### src/hw/rtl/irpp_pkg.sv
`timescale 1ns / 1ps
// ----------------------------------------------------------------------------
// irpp_pkg
// Shared types, codes and constants of the iRprop+ weight update unit.
// ----------------------------------------------------------------------------

package irpp_pkg;

  // Data widths (Q16.16 words and 31-bit step registers)
  localparam int unsigned DW = 32;
  localparam int unsigned RW = 31;

  // Item function codes
  localparam logic FUNC_LOAD   = 1'b0;
  localparam logic FUNC_UPDATE = 1'b1;

  // Stored gradient sign codes; the unused code reads as zero
  localparam logic [1:0] SGN_ZERO = 2'b00;
  localparam logic [1:0] SGN_POS  = 2'b01;
  localparam logic [1:0] SGN_NEG  = 2'b11;

  // floor(x / 5) == (x * RECIP5) >> RECIP5_SHIFT for every 32-bit x
  localparam logic [DW-1:0] RECIP5       = 32'hCCCC_CCCD;
  localparam int unsigned   RECIP5_SHIFT = 34;
  localparam int unsigned   QW           = 2 * DW - RECIP5_SHIFT;

  // Configuration register indexes
  typedef enum logic [1:0] {
    CFG_MAX_STEP  = 2'd0,
    CFG_MIN_STEP  = 2'd1,
    CFG_INIT_STEP = 2'd2
  } cfg_idx_e;

  // Update class of one item
  typedef enum logic [1:0] {
    CLS_LOAD,
    CLS_AGREE,
    CLS_FLIP,
    CLS_KEEP
  } cls_e;

  // One table entry
  typedef struct packed {
    logic [DW-1:0] weight;
    logic [DW-1:0] step;
    logic [1:0]    sign;
  } tbl_entry_t;

  // Table write request
  typedef struct packed {
    logic       we;
    tbl_entry_t data;
  } tbl_wr_t;

  // Clamp a 33-bit two's complement value to the 32-bit range
  function automatic logic [DW-1:0] sat33(input logic [DW:0] v);
    logic [DW-1:0] r;
    if (v[DW] != v[DW-1]) begin
      r = v[DW] ? {1'b1, {(DW-1){1'b0}}} : {1'b0, {(DW-1){1'b1}}};
    end else begin
      r = v[DW-1:0];
    end
    return r;
  endfunction

endpackage

### src/hw/rtl/irpp_pipe.sv
`timescale 1ns / 1ps
// ----------------------------------------------------------------------------
// irpp_pipe
// Update datapath: classify, grow by 1.2, select update and step, add to
// the weight with saturation, write back and hold the result.
// ----------------------------------------------------------------------------

module irpp_pipe #(
  parameter int unsigned ENTRIES = 1024
) (
  input  logic                                  clk_i,
  input  logic                                  rst_ni,
  // item entering stage 1, read data arrives with it
  input  logic                                  in_take_i,
  input  logic                                  in_func_i,
  input  logic [$clog2(ENTRIES)-1:0]            in_idx_i,
  input  logic [irpp_pkg::DW-1:0]               in_value_i,
  input  logic                                  in_rose_i,
  input  irpp_pkg::tbl_entry_t                  rd_data_i,
  input  logic [irpp_pkg::RW-1:0]               max_step_i,
  input  logic [irpp_pkg::RW-1:0]               min_step_i,
  input  logic [irpp_pkg::RW-1:0]               init_step_i,
  output logic                                  s1_free_o,
  output logic [3:0]                            busy_v_o,
  output logic [3:0][$clog2(ENTRIES)-1:0]       busy_idx_o,
  output irpp_pkg::tbl_wr_t                     wr_o,
  output logic [$clog2(ENTRIES)-1:0]            wr_idx_o,
  output logic                                  out_valid_o,
  input  logic                                  out_stall_i,
  output logic [irpp_pkg::DW-1:0]               new_weight_o,
  output logic [irpp_pkg::DW-1:0]               applied_update_o
);

  localparam int unsigned AW = $clog2(ENTRIES);
  localparam int unsigned DW = irpp_pkg::DW;
  localparam int unsigned QW = irpp_pkg::QW;

  // Stage occupancy and flow
  logic s1_v_q, s2_v_q, s3_v_q, s4_v_q, out_v_q;
  logic s1_free, s2_free, s3_free, s4_free, out_free;

  assign out_free = !out_v_q || !out_stall_i;
  assign s4_free  = !s4_v_q || out_free;
  assign s3_free  = !s3_v_q || s4_free;
  assign s2_free  = !s2_v_q || s3_free;
  assign s1_free  = !s1_v_q || s2_free;

  // Stage 1: item plus table read
  logic          s1_func_q;
  logic [AW-1:0] s1_idx_q;
  logic [DW-1:0] s1_val_q;
  logic          s1_rose_q;

  // Stage 2: class and step magnitude
  irpp_pkg::cls_e s2_cls_d, s2_cls_q;
  logic [DW-1:0]  s2_mag_d, s2_mag_q;
  logic [AW-1:0]  s2_idx_q;
  logic [DW-1:0]  s2_val_q, s2_wt_q, s2_step_q;
  logic           s2_rose_q;

  // Stage 3: quotient mag / 5
  logic [2*DW-1:0] s3_prod_d;
  logic [QW-1:0]   s3_quot_q;
  irpp_pkg::cls_e  s3_cls_q;
  logic [DW-1:0]   s3_mag_q, s3_val_q, s3_wt_q, s3_step_q;
  logic [AW-1:0]   s3_idx_q;
  logic            s3_rose_q;

  // Stage 4: update, new step and sign
  logic [DW-1:0] s4_wt_d, s4_upd_d, s4_step_d;
  logic [1:0]    s4_sign_d;
  logic [DW-1:0] s4_wt_q, s4_upd_q, s4_step_q;
  logic [1:0]    s4_sign_q;
  logic [AW-1:0] s4_idx_q;

  // Output register
  logic [DW-1:0] out_wt_d;
  logic [DW-1:0] out_wt_q, out_upd_q;

  // ---- valid bits ---------------------------------------------------------
  always_ff @(posedge clk_i or negedge rst_ni) begin
    if (!rst_ni) begin
      s1_v_q  <= 1'b0;
      s2_v_q  <= 1'b0;
      s3_v_q  <= 1'b0;
      s4_v_q  <= 1'b0;
      out_v_q <= 1'b0;
    end else begin
      if (s1_free) begin
        s1_v_q <= in_take_i;
      end
      if (s2_free) begin
        s2_v_q <= s1_v_q;
      end
      if (s3_free) begin
        s3_v_q <= s2_v_q;
      end
      if (s4_free) begin
        s4_v_q <= s3_v_q;
      end
      if (out_free) begin
        out_v_q <= s4_v_q;
      end
    end
  end

  // ---- stage 1 -> 2: classify ---------------------------------------------
  logic ps_pos, ps_neg, g_pos, g_neg;

  always_comb begin
    ps_pos = (rd_data_i.sign == irpp_pkg::SGN_POS);
    ps_neg = (rd_data_i.sign == irpp_pkg::SGN_NEG);
    g_neg  = s1_val_q[DW-1];
    g_pos  = !s1_val_q[DW-1] && (s1_val_q != '0);
    if (s1_func_q == irpp_pkg::FUNC_LOAD) begin
      s2_cls_d = irpp_pkg::CLS_LOAD;
    end else if ((ps_pos && g_pos) || (ps_neg && g_neg)) begin
      s2_cls_d = irpp_pkg::CLS_AGREE;
    end else if ((ps_pos && g_neg) || (ps_neg && g_pos)) begin
      s2_cls_d = irpp_pkg::CLS_FLIP;
    end else begin
      s2_cls_d = irpp_pkg::CLS_KEEP;
    end
    s2_mag_d = rd_data_i.step[DW-1] ? (DW'(0) - rd_data_i.step) : rd_data_i.step;
  end

  // ---- stage 2 -> 3: reciprocal multiply ----------------------------------
  assign s3_prod_d = s2_mag_q * irpp_pkg::RECIP5;

  // ---- stage 3 -> 4: select update, step and sign -------------------------
  logic [DW:0]   grow, neg_step;
  logic [DW-1:0] cap, half, min_x;

  always_comb begin
    grow     = {1'b0, s3_mag_q} + (DW+1)'(s3_quot_q);
    cap      = (grow > (DW+1)'(max_step_i)) ? DW'(max_step_i) : grow[DW-1:0];
    neg_step = (DW+1)'(0) - {s3_step_q[DW-1], s3_step_q};
    half     = s3_mag_q >> 1;
    min_x    = DW'(min_step_i);
    s4_wt_d   = s3_wt_q;
    s4_upd_d  = '0;
    s4_step_d = '0;
    s4_sign_d = irpp_pkg::SGN_ZERO;
    case (s3_cls_q)
      irpp_pkg::CLS_LOAD: begin
        s4_wt_d   = s3_val_q;
        s4_step_d = DW'(init_step_i);
        s4_sign_d = irpp_pkg::SGN_POS;
      end
      irpp_pkg::CLS_AGREE: begin
        s4_upd_d  = s3_val_q[DW-1] ? (DW'(0) - cap) : cap;
        s4_step_d = s4_upd_d;
        s4_sign_d = s3_val_q[DW-1] ? irpp_pkg::SGN_NEG : irpp_pkg::SGN_POS;
      end
      irpp_pkg::CLS_FLIP: begin
        // revert the last step only when the error rose
        s4_upd_d  = s3_rose_q ? irpp_pkg::sat33(neg_step) : '0;
        s4_step_d = (half < min_x) ? min_x : half;
        s4_sign_d = irpp_pkg::SGN_ZERO;
      end
      irpp_pkg::CLS_KEEP: begin
        s4_upd_d  = s3_val_q[DW-1] ? (DW'(0) - s3_mag_q)
                                   : irpp_pkg::sat33({1'b0, s3_mag_q});
        s4_step_d = s4_upd_d;
        if (s3_val_q == '0) begin
          s4_sign_d = irpp_pkg::SGN_ZERO;
        end else if (s3_val_q[DW-1]) begin
          s4_sign_d = irpp_pkg::SGN_NEG;
        end else begin
          s4_sign_d = irpp_pkg::SGN_POS;
        end
      end
      default: begin
        s4_upd_d = '0;
      end
    endcase
  end

  // ---- stage 4 -> out: weight sum and write back --------------------------
  assign out_wt_d = irpp_pkg::sat33({s4_wt_q[DW-1], s4_wt_q} + {s4_upd_q[DW-1], s4_upd_q});

  always_comb begin
    wr_o.we          = s4_v_q && out_free;
    wr_o.data.weight = out_wt_d;
    wr_o.data.step   = s4_step_q;
    wr_o.data.sign   = s4_sign_q;
  end
  assign wr_idx_o = s4_idx_q;

  // ---- payload registers --------------------------------------------------
  always_ff @(posedge clk_i) begin
    if (in_take_i) begin
      s1_func_q <= in_func_i;
      s1_idx_q  <= in_idx_i;
      s1_val_q  <= in_value_i;
      s1_rose_q <= in_rose_i;
    end
    if (s2_free && s1_v_q) begin
      s2_cls_q  <= s2_cls_d;
      s2_mag_q  <= s2_mag_d;
      s2_idx_q  <= s1_idx_q;
      s2_val_q  <= s1_val_q;
      s2_wt_q   <= rd_data_i.weight;
      s2_step_q <= rd_data_i.step;
      s2_rose_q <= s1_rose_q;
    end
    if (s3_free && s2_v_q) begin
      s3_quot_q <= s3_prod_d[2*DW-1:irpp_pkg::RECIP5_SHIFT];
      s3_cls_q  <= s2_cls_q;
      s3_mag_q  <= s2_mag_q;
      s3_idx_q  <= s2_idx_q;
      s3_val_q  <= s2_val_q;
      s3_wt_q   <= s2_wt_q;
      s3_step_q <= s2_step_q;
      s3_rose_q <= s2_rose_q;
    end
    if (s4_free && s3_v_q) begin
      s4_wt_q   <= s4_wt_d;
      s4_upd_q  <= s4_upd_d;
      s4_step_q <= s4_step_d;
      s4_sign_q <= s4_sign_d;
      s4_idx_q  <= s3_idx_q;
    end
    if (out_free && s4_v_q) begin
      out_wt_q  <= out_wt_d;
      out_upd_q <= s4_upd_q;
    end
  end

  assign s1_free_o        = s1_free;
  assign busy_v_o         = {s4_v_q, s3_v_q, s2_v_q, s1_v_q};
  assign busy_idx_o       = {s4_idx_q, s3_idx_q, s2_idx_q, s1_idx_q};
  assign out_valid_o      = out_v_q;
  assign new_weight_o     = out_wt_q;
  assign applied_update_o = out_upd_q;

  // ---- assertions ---------------------------------------------------------
  a_s1_unique: assert property (@(posedge clk_i) disable iff (!rst_ni)
    s1_v_q |-> !((s2_v_q && s2_idx_q == s1_idx_q) || (s3_v_q && s3_idx_q == s1_idx_q) ||
                 (s4_v_q && s4_idx_q == s1_idx_q)))
    else $error("two in-flight items share a table entry (stage 1)");

  a_s2_unique: assert property (@(posedge clk_i) disable iff (!rst_ni)
    s2_v_q |-> !((s3_v_q && s3_idx_q == s2_idx_q) || (s4_v_q && s4_idx_q == s2_idx_q)))
    else $error("two in-flight items share a table entry (stage 2)");

  a_s3_unique: assert property (@(posedge clk_i) disable iff (!rst_ni)
    (s3_v_q && s4_v_q) |-> (s3_idx_q != s4_idx_q))
    else $error("two in-flight items share a table entry (stage 3)");

  a_wb_result: assert property (@(posedge clk_i) disable iff (!rst_ni)
    wr_o.we |=> (out_v_q && out_wt_q == $past(out_wt_d)))
    else $error("write back without a matching result");

endmodule

### config.mk
export PLATFORM = sky130hd
export DESIGN_NAME = irpp_pipe
export DESIGN_NICKNAME = d
export VERILOG_FILES = /design/src/hw/rtl/irpp_pkg.sv /design/src/hw/rtl/irpp_pipe.sv
export SDC_FILE = /design/constraint.sdc
export NUM_CORES = 2
export LEC_CHECK = 0
export BUFFER_PORTS_ARGS = -buffer_cell sky130_fd_sc_hd__buf_2
export CAP_MARGIN = 0
export CORE_MARGIN = 10
export CORE_UTILIZATION = 55
export CTS_CLUSTER_SIZE = 30
export DETAILED_ROUTE_END_ITERATION = 16
export PLACE_DENSITY = 0.74
export SLEW_MARGIN = 10
export SYNTH_ARGS = -nofsm -noshare
export SYNTH_HDL_FRONTEND = slang
export SYNTH_SLANG_ARGS = --single-unit
### constraint.sdc
create_clock -name clk_i -period 7 [get_ports clk_i]
set_input_delay 0.7 -clock clk_i [delete_from_list [all_inputs] [get_ports clk_i]]
set_output_delay 0.7 -clock clk_i [all_outputs]
set_load 0.1 [all_outputs]
Word level (Yosys, flattened, before mapping). Index checks and enable logic that the tools add are counted. Widths: inputs -> output; s select.

Output and inout port bits: 187. Flip-flop bits (word level): 533. Word-level logic and storage cells: 96.

Multipliers: 1. Add/sub/neg operators: 6. Magnitude comparators: 2. Equal/unequal tests: 7. Bitwise operators: 1. Reduce and logical (&&, ||, !) cells: 27. Multiplexer cells: 19.

Operators by type and width (count): $mux 32 (9); $pmux 32 s4 (1); $pmux 32 s3 (1); $sub 1x32->32 const A (3); $mux 31 (3); $mul 32x32->64 const B (1); $add 32x30->33 (1); $add 32x32->33 (1); $gt 33x31->1 (1); $sub 1x32->33 const A (1); $logic_not 32->1 (1); $reduce_bool 32->1 (1); $lt 31x31->1 (1); $logic_and 1x1->1 (9); $pmux 2 s4 (1); $logic_not 1->1 (7); $logic_or 1x1->1 (7); $eq 2x2->1 const B (3); $eq 2x1->1 const B (2); $mux 2 (2); $logic_not 2->1 (1); $mux 1 (2); $ne 1x1->1 (2); $reduce_or 2->1 (1); $not 1->1 (1).

Longest topological paths before layout.
Depth after elaboration: 6. Gate-level depth with buffers: 31.

Worst setup path after synthesis. OpenSTA, ideal clock, no wires.

Path type: reg-to-output. Start point: register out_v_q, in the netlist out_valid_o. End point: output port wr_o[66] in the netlist's numbering. Slack: -1.328 ns. Stages on the path, launching flop included: 2. Arrival time: 7.628 ns. Path through: dfrtp_1 > a21boi_0.

RTL lines: from (decl) (RTL line irpp_pipe.sv:39) `logic s1_v_q, s2_v_q, s3_v_q, s4_v_q, out_v_q;`; from (signal assigned) (RTL line irpp_pipe.sv:102) `out_v_q <= s4_v_q;`; to (decl) (RTL line irpp_pipe.sv:26) `output irpp_pkg::tbl_wr_t wr_o,`.

Worst setup path in the final report.
Start point: register s2_mag_q[10]. End point: register s3_quot_q[7] (data pin).

Cells in the longest elaborated chain, start to end: 1.

Ends and longest elaborated chain: from (decl) (RTL line irpp_pipe.sv:56) `logic [DW-1:0] s2_mag_d, s2_mag_q;`; from (signal assigned) (RTL line irpp_pipe.sv:200) `s2_mag_q <= s2_mag_d;`; $mul 32x32->64 (RTL line irpp_pipe.sv:128) `assign s3_prod_d = s2_mag_q * irpp_pkg::RECIP5;`; net s3_prod_d[41] (RTL line irpp_pipe.sv:62) `logic [2*DW-1:0] s3_prod_d;`; to (signal assigned) (RTL line irpp_pipe.sv:208) `s3_quot_q <= s3_prod_d[2*DW-1:irpp_pkg::RECIP5_SHIFT];`; to (decl) (RTL line irpp_pipe.sv:63) `logic [QW-1:0] s3_quot_q;`.

The timed path passes the listed nets, and every way through them passes these cells. A chain may end at the register's enable or synchronous reset.

==> impl_metrics.env <==
export IMPL_status="finished, violations left"
export IMPL_violations="setup timing"
export IMPL_synth_cell_types=84
export IMPL_ys_flop_type="edfxtp_1"
export IMPL_ys_seq_area_frac=0.369
export IMPL_worstRegToRegCells=29
export IMPL_clkLatencyLatePin_ps=630
export IMPL_drive_above_1_share=0.226
export IMPL_cp_common_cell="fa_1"
export IMPL_slowest_delay_ps=580
export IMPL_crit_fanout=3
export IMPL_hpwl_um=119000
export IMPL_syn_to_final_growth_pct=19.0
export IMPL_vias_per_cell=5.72
export IMPL_fp_dieW_um=300
export IMPL_die_y_um=300
export IMPL_worstSetupStartpoint="s2_mag_q[10]"
export IMPL_grt_max_degree=162
export IMPL_synthCells=3799
export IMPL_clk_pin_slew_worst_paths_ps=70
export IMPL_maxCapViolCount=0
export IMPL_port_buffers=393
export IMPL_wl_per_cell_um=25.0
export IMPL_period_share=1.02
export IMPL_finalWorstSetupSlack_ps=-150
export IMPL_cts_tree="yes"
export IMPL_row_count=102
export IMPL_drc=0
export IMPL_numCtsBuffers=50
export IMPL_syn_area_per_cell_um2=11.4
export IMPL_grt_overflow=0
export IMPL_dr_pass1_iters=5
export IMPL_clock_sinks=531
export IMPL_start_util=0.556
export IMPL_cts_root_buf="clkbuf_16"
export IMPL_period_minus_slack_ps=7150
export IMPL_postRouteAntennaNets=0
export IMPL_relSlewSlack=0.261
export IMPL_tightest_slew_ps=1110
export IMPL_synth_nets=4885
export IMPL_drt_initial_drc_count=2498
export IMPL_core_area_mm2=0.0776
export IMPL_synth_edff_count=526
export IMPL_async_flop_share=0.00942
export IMPL_grt_setup_unrepaired="true"
export IMPL_hold_viol=0
export IMPL_final_nets=5611
export IMPL_yosysWarnings=0
export IMPL_worst_setup_path_end_kind="flop"
export IMPL_gp_congestion=1.01
export IMPL_final_setup_tns_ps=-898
export IMPL_grt_usage=0.308
export IMPL_min_from="in_value_i[17]"
export IMPL_arrival_ps=7490
export IMPL_grt_pass1_vias=32600
export IMPL_crit_type="reg2reg"
export IMPL_r2r_start="s2_mag_q[10]"
export IMPL_clk_path_buf_depth=3
export IMPL_grt_pass1_wl_um=207000
export IMPL_clock_skew_ps=41.9
export IMPL_setup_viol=13
export IMPL_rrSetupSlack_ps=-150
export IMPL_start_kind="flop"
export IMPL_wl_um=141000
export IMPL_nFillCells=6041
export IMPL_worstPathRequired_ps=7340
export IMPL_ys_seq_elements=531
export IMPL_antenna_found_initial=22
export IMPL_vias=32200
export IMPL_hp_class="in2reg"
export IMPL_endpoint="s3_quot_q[7]"
export IMPL_die_area_mm2=0.0901
export IMPL_syn_area_mm2=0.0432
export IMPL_h_tree_depth=2
export IMPL_maxSlewViolCount=0
export IMPL_io_pins=394
export IMPL_r2r_end="s3_quot_q[7]"
export IMPL_crit_slowest_cell="fa_2"
export IMPL_fmaxAchievable_ghz=0.140
==> cells in the mapped netlist, drive strengths merged, types with 31 or more instances <==
cell type	instances	area, um^2
a21o	72	541
a21oi	178	891
clkbuf	66	248
edfxtp	526	15800
fa	417	8350
ha	462	5780
inv	732	2750
mux2	35	394
nand2	124	465
nand2b	41	257
nand3	46	230
nand4	31	194
nor2	143	539
nor3	46	230
nor4	36	225
o211ai	34	265
o21ai	185	926
o22ai	32	200
xnor2	138	1210
xor2	58	508
==> worst min path at each step <==
| stage | endpoint | slack, ps | cells after the start |
|---|---|---|---|
| after CTS | s1_val_q[30] | 230 | 1 |
| after detailed placement | s3_step_q[31] | 400 | 0 |
| after floorplan | out_valid_o | 400 | 0 |
| after global routing | s2_wt_q[16] | 240 | 1 |
| after global placement | s3_wt_q[29] | 400 | 0 |
| final | s1_val_q[17] | 240 | 1 |
==> critical path, delay by kind of cell (launching register included) <==
family / cells / cell delay [ps]
flip-flops: 1 / 430
AND/OR/NAND/NOR: 4 / 640
buffers and inverters: 9 / 750
adder cells (fa/ha/maj): 9 / 4080
AO/OA/AOI/OAI: 6 / 870
XOR/XNOR: 1 / 120
==> area by class of cell <==
type                       instances  area, um^2  area share
antenna                           19        47.5    0.000925
tap                             1040        1300      0.0253
clock buffer                      58        1280      0.0249
sequential                       531       15900       0.310
multi-input combinational       2443       24900       0.484
timing repair buffer             766        4840      0.0942
inverter                         733        2750      0.0536
clock inverter                    34         378     0.00735
==> state kept, by name, summed over array words and instances, names as in the netlist, 32 cells and up <==
name	cells
s4_step_q	32
s2_wt_q	32
s1_val_q	32
s3_wt_q	32
s3_mag_q	32
s3_val_q	32
s2_val_q	32
applied_update_o	32
s4_upd_q	32
new_weight_o	32
s4_wt_q	32
s2_mag_q	32
==> cells in the final DEF (no fill, tap or decap), types with 28 or more instances in the layout <==
cell,netlist,layout
nand3_1,46,46
nand2_1,124,122
mux2_2,35,35
o21ai_0,180,172
clkbuf_16,0,50
edfxtp_1,526,526
fa_1,417,409
o22ai_1,32,32
buf_4,14,360
a21oi_1,178,165
nor3_1,46,42
xor2_1,58,56
nand2b_1,41,41
inv_1,732,712
xnor2_1,138,132
o21a_1,28,28
o211ai_1,32,32
nand4_1,31,31
a21o_1,72,72
ha_1,462,430
nor2_1,142,136
buf_2,9,393
nor4_1,36,35
==> timing repair <==
item,4_1_cts,5_1_grt
setup buffers,18,11
endpoints found under the setup margin,48,49
endpoints found under the hold margin,5,0
pin swaps,79,99
gates resized for setup,51,99
hold buffers,1,0
==> stage by stage <==
step	util	hold slack (ps)	worst slack [ps]	cell area [um^2]	instances
after floorplan	-	400	1.81	43200	3799
after global placement	0.628	401	-753	48800	5486
after detailed placement	0.628	405	-756	48800	5486
after CTS	0.655	232	-122	50800	5596
after global routing	0.662	239	-405	51400	5614
final	0.662	243	-150	51400	5624
==> routing by layer <==
layer	wire, um	global-route usage	part of all wire
met1	55100	0.392	0.39
met3	10800	0.0488	0.077
met4	7210	0.140	0.051
met5	56	0	0.00040
met2	67400	0.514	0.48
==> cell families after synthesis <==
kind of cell / share of synthesized area
fa+ha+maj: 0.328
buf+inv: 0.0732
compound gates: 0.105
simple gates: 0.0712
flops: 0.369
xor+xnor: 0.0398
mux: 0.0141
Power is not shown: default switching activity piles up to over one toggle a cycle in this logic, so the estimate is an artifact.
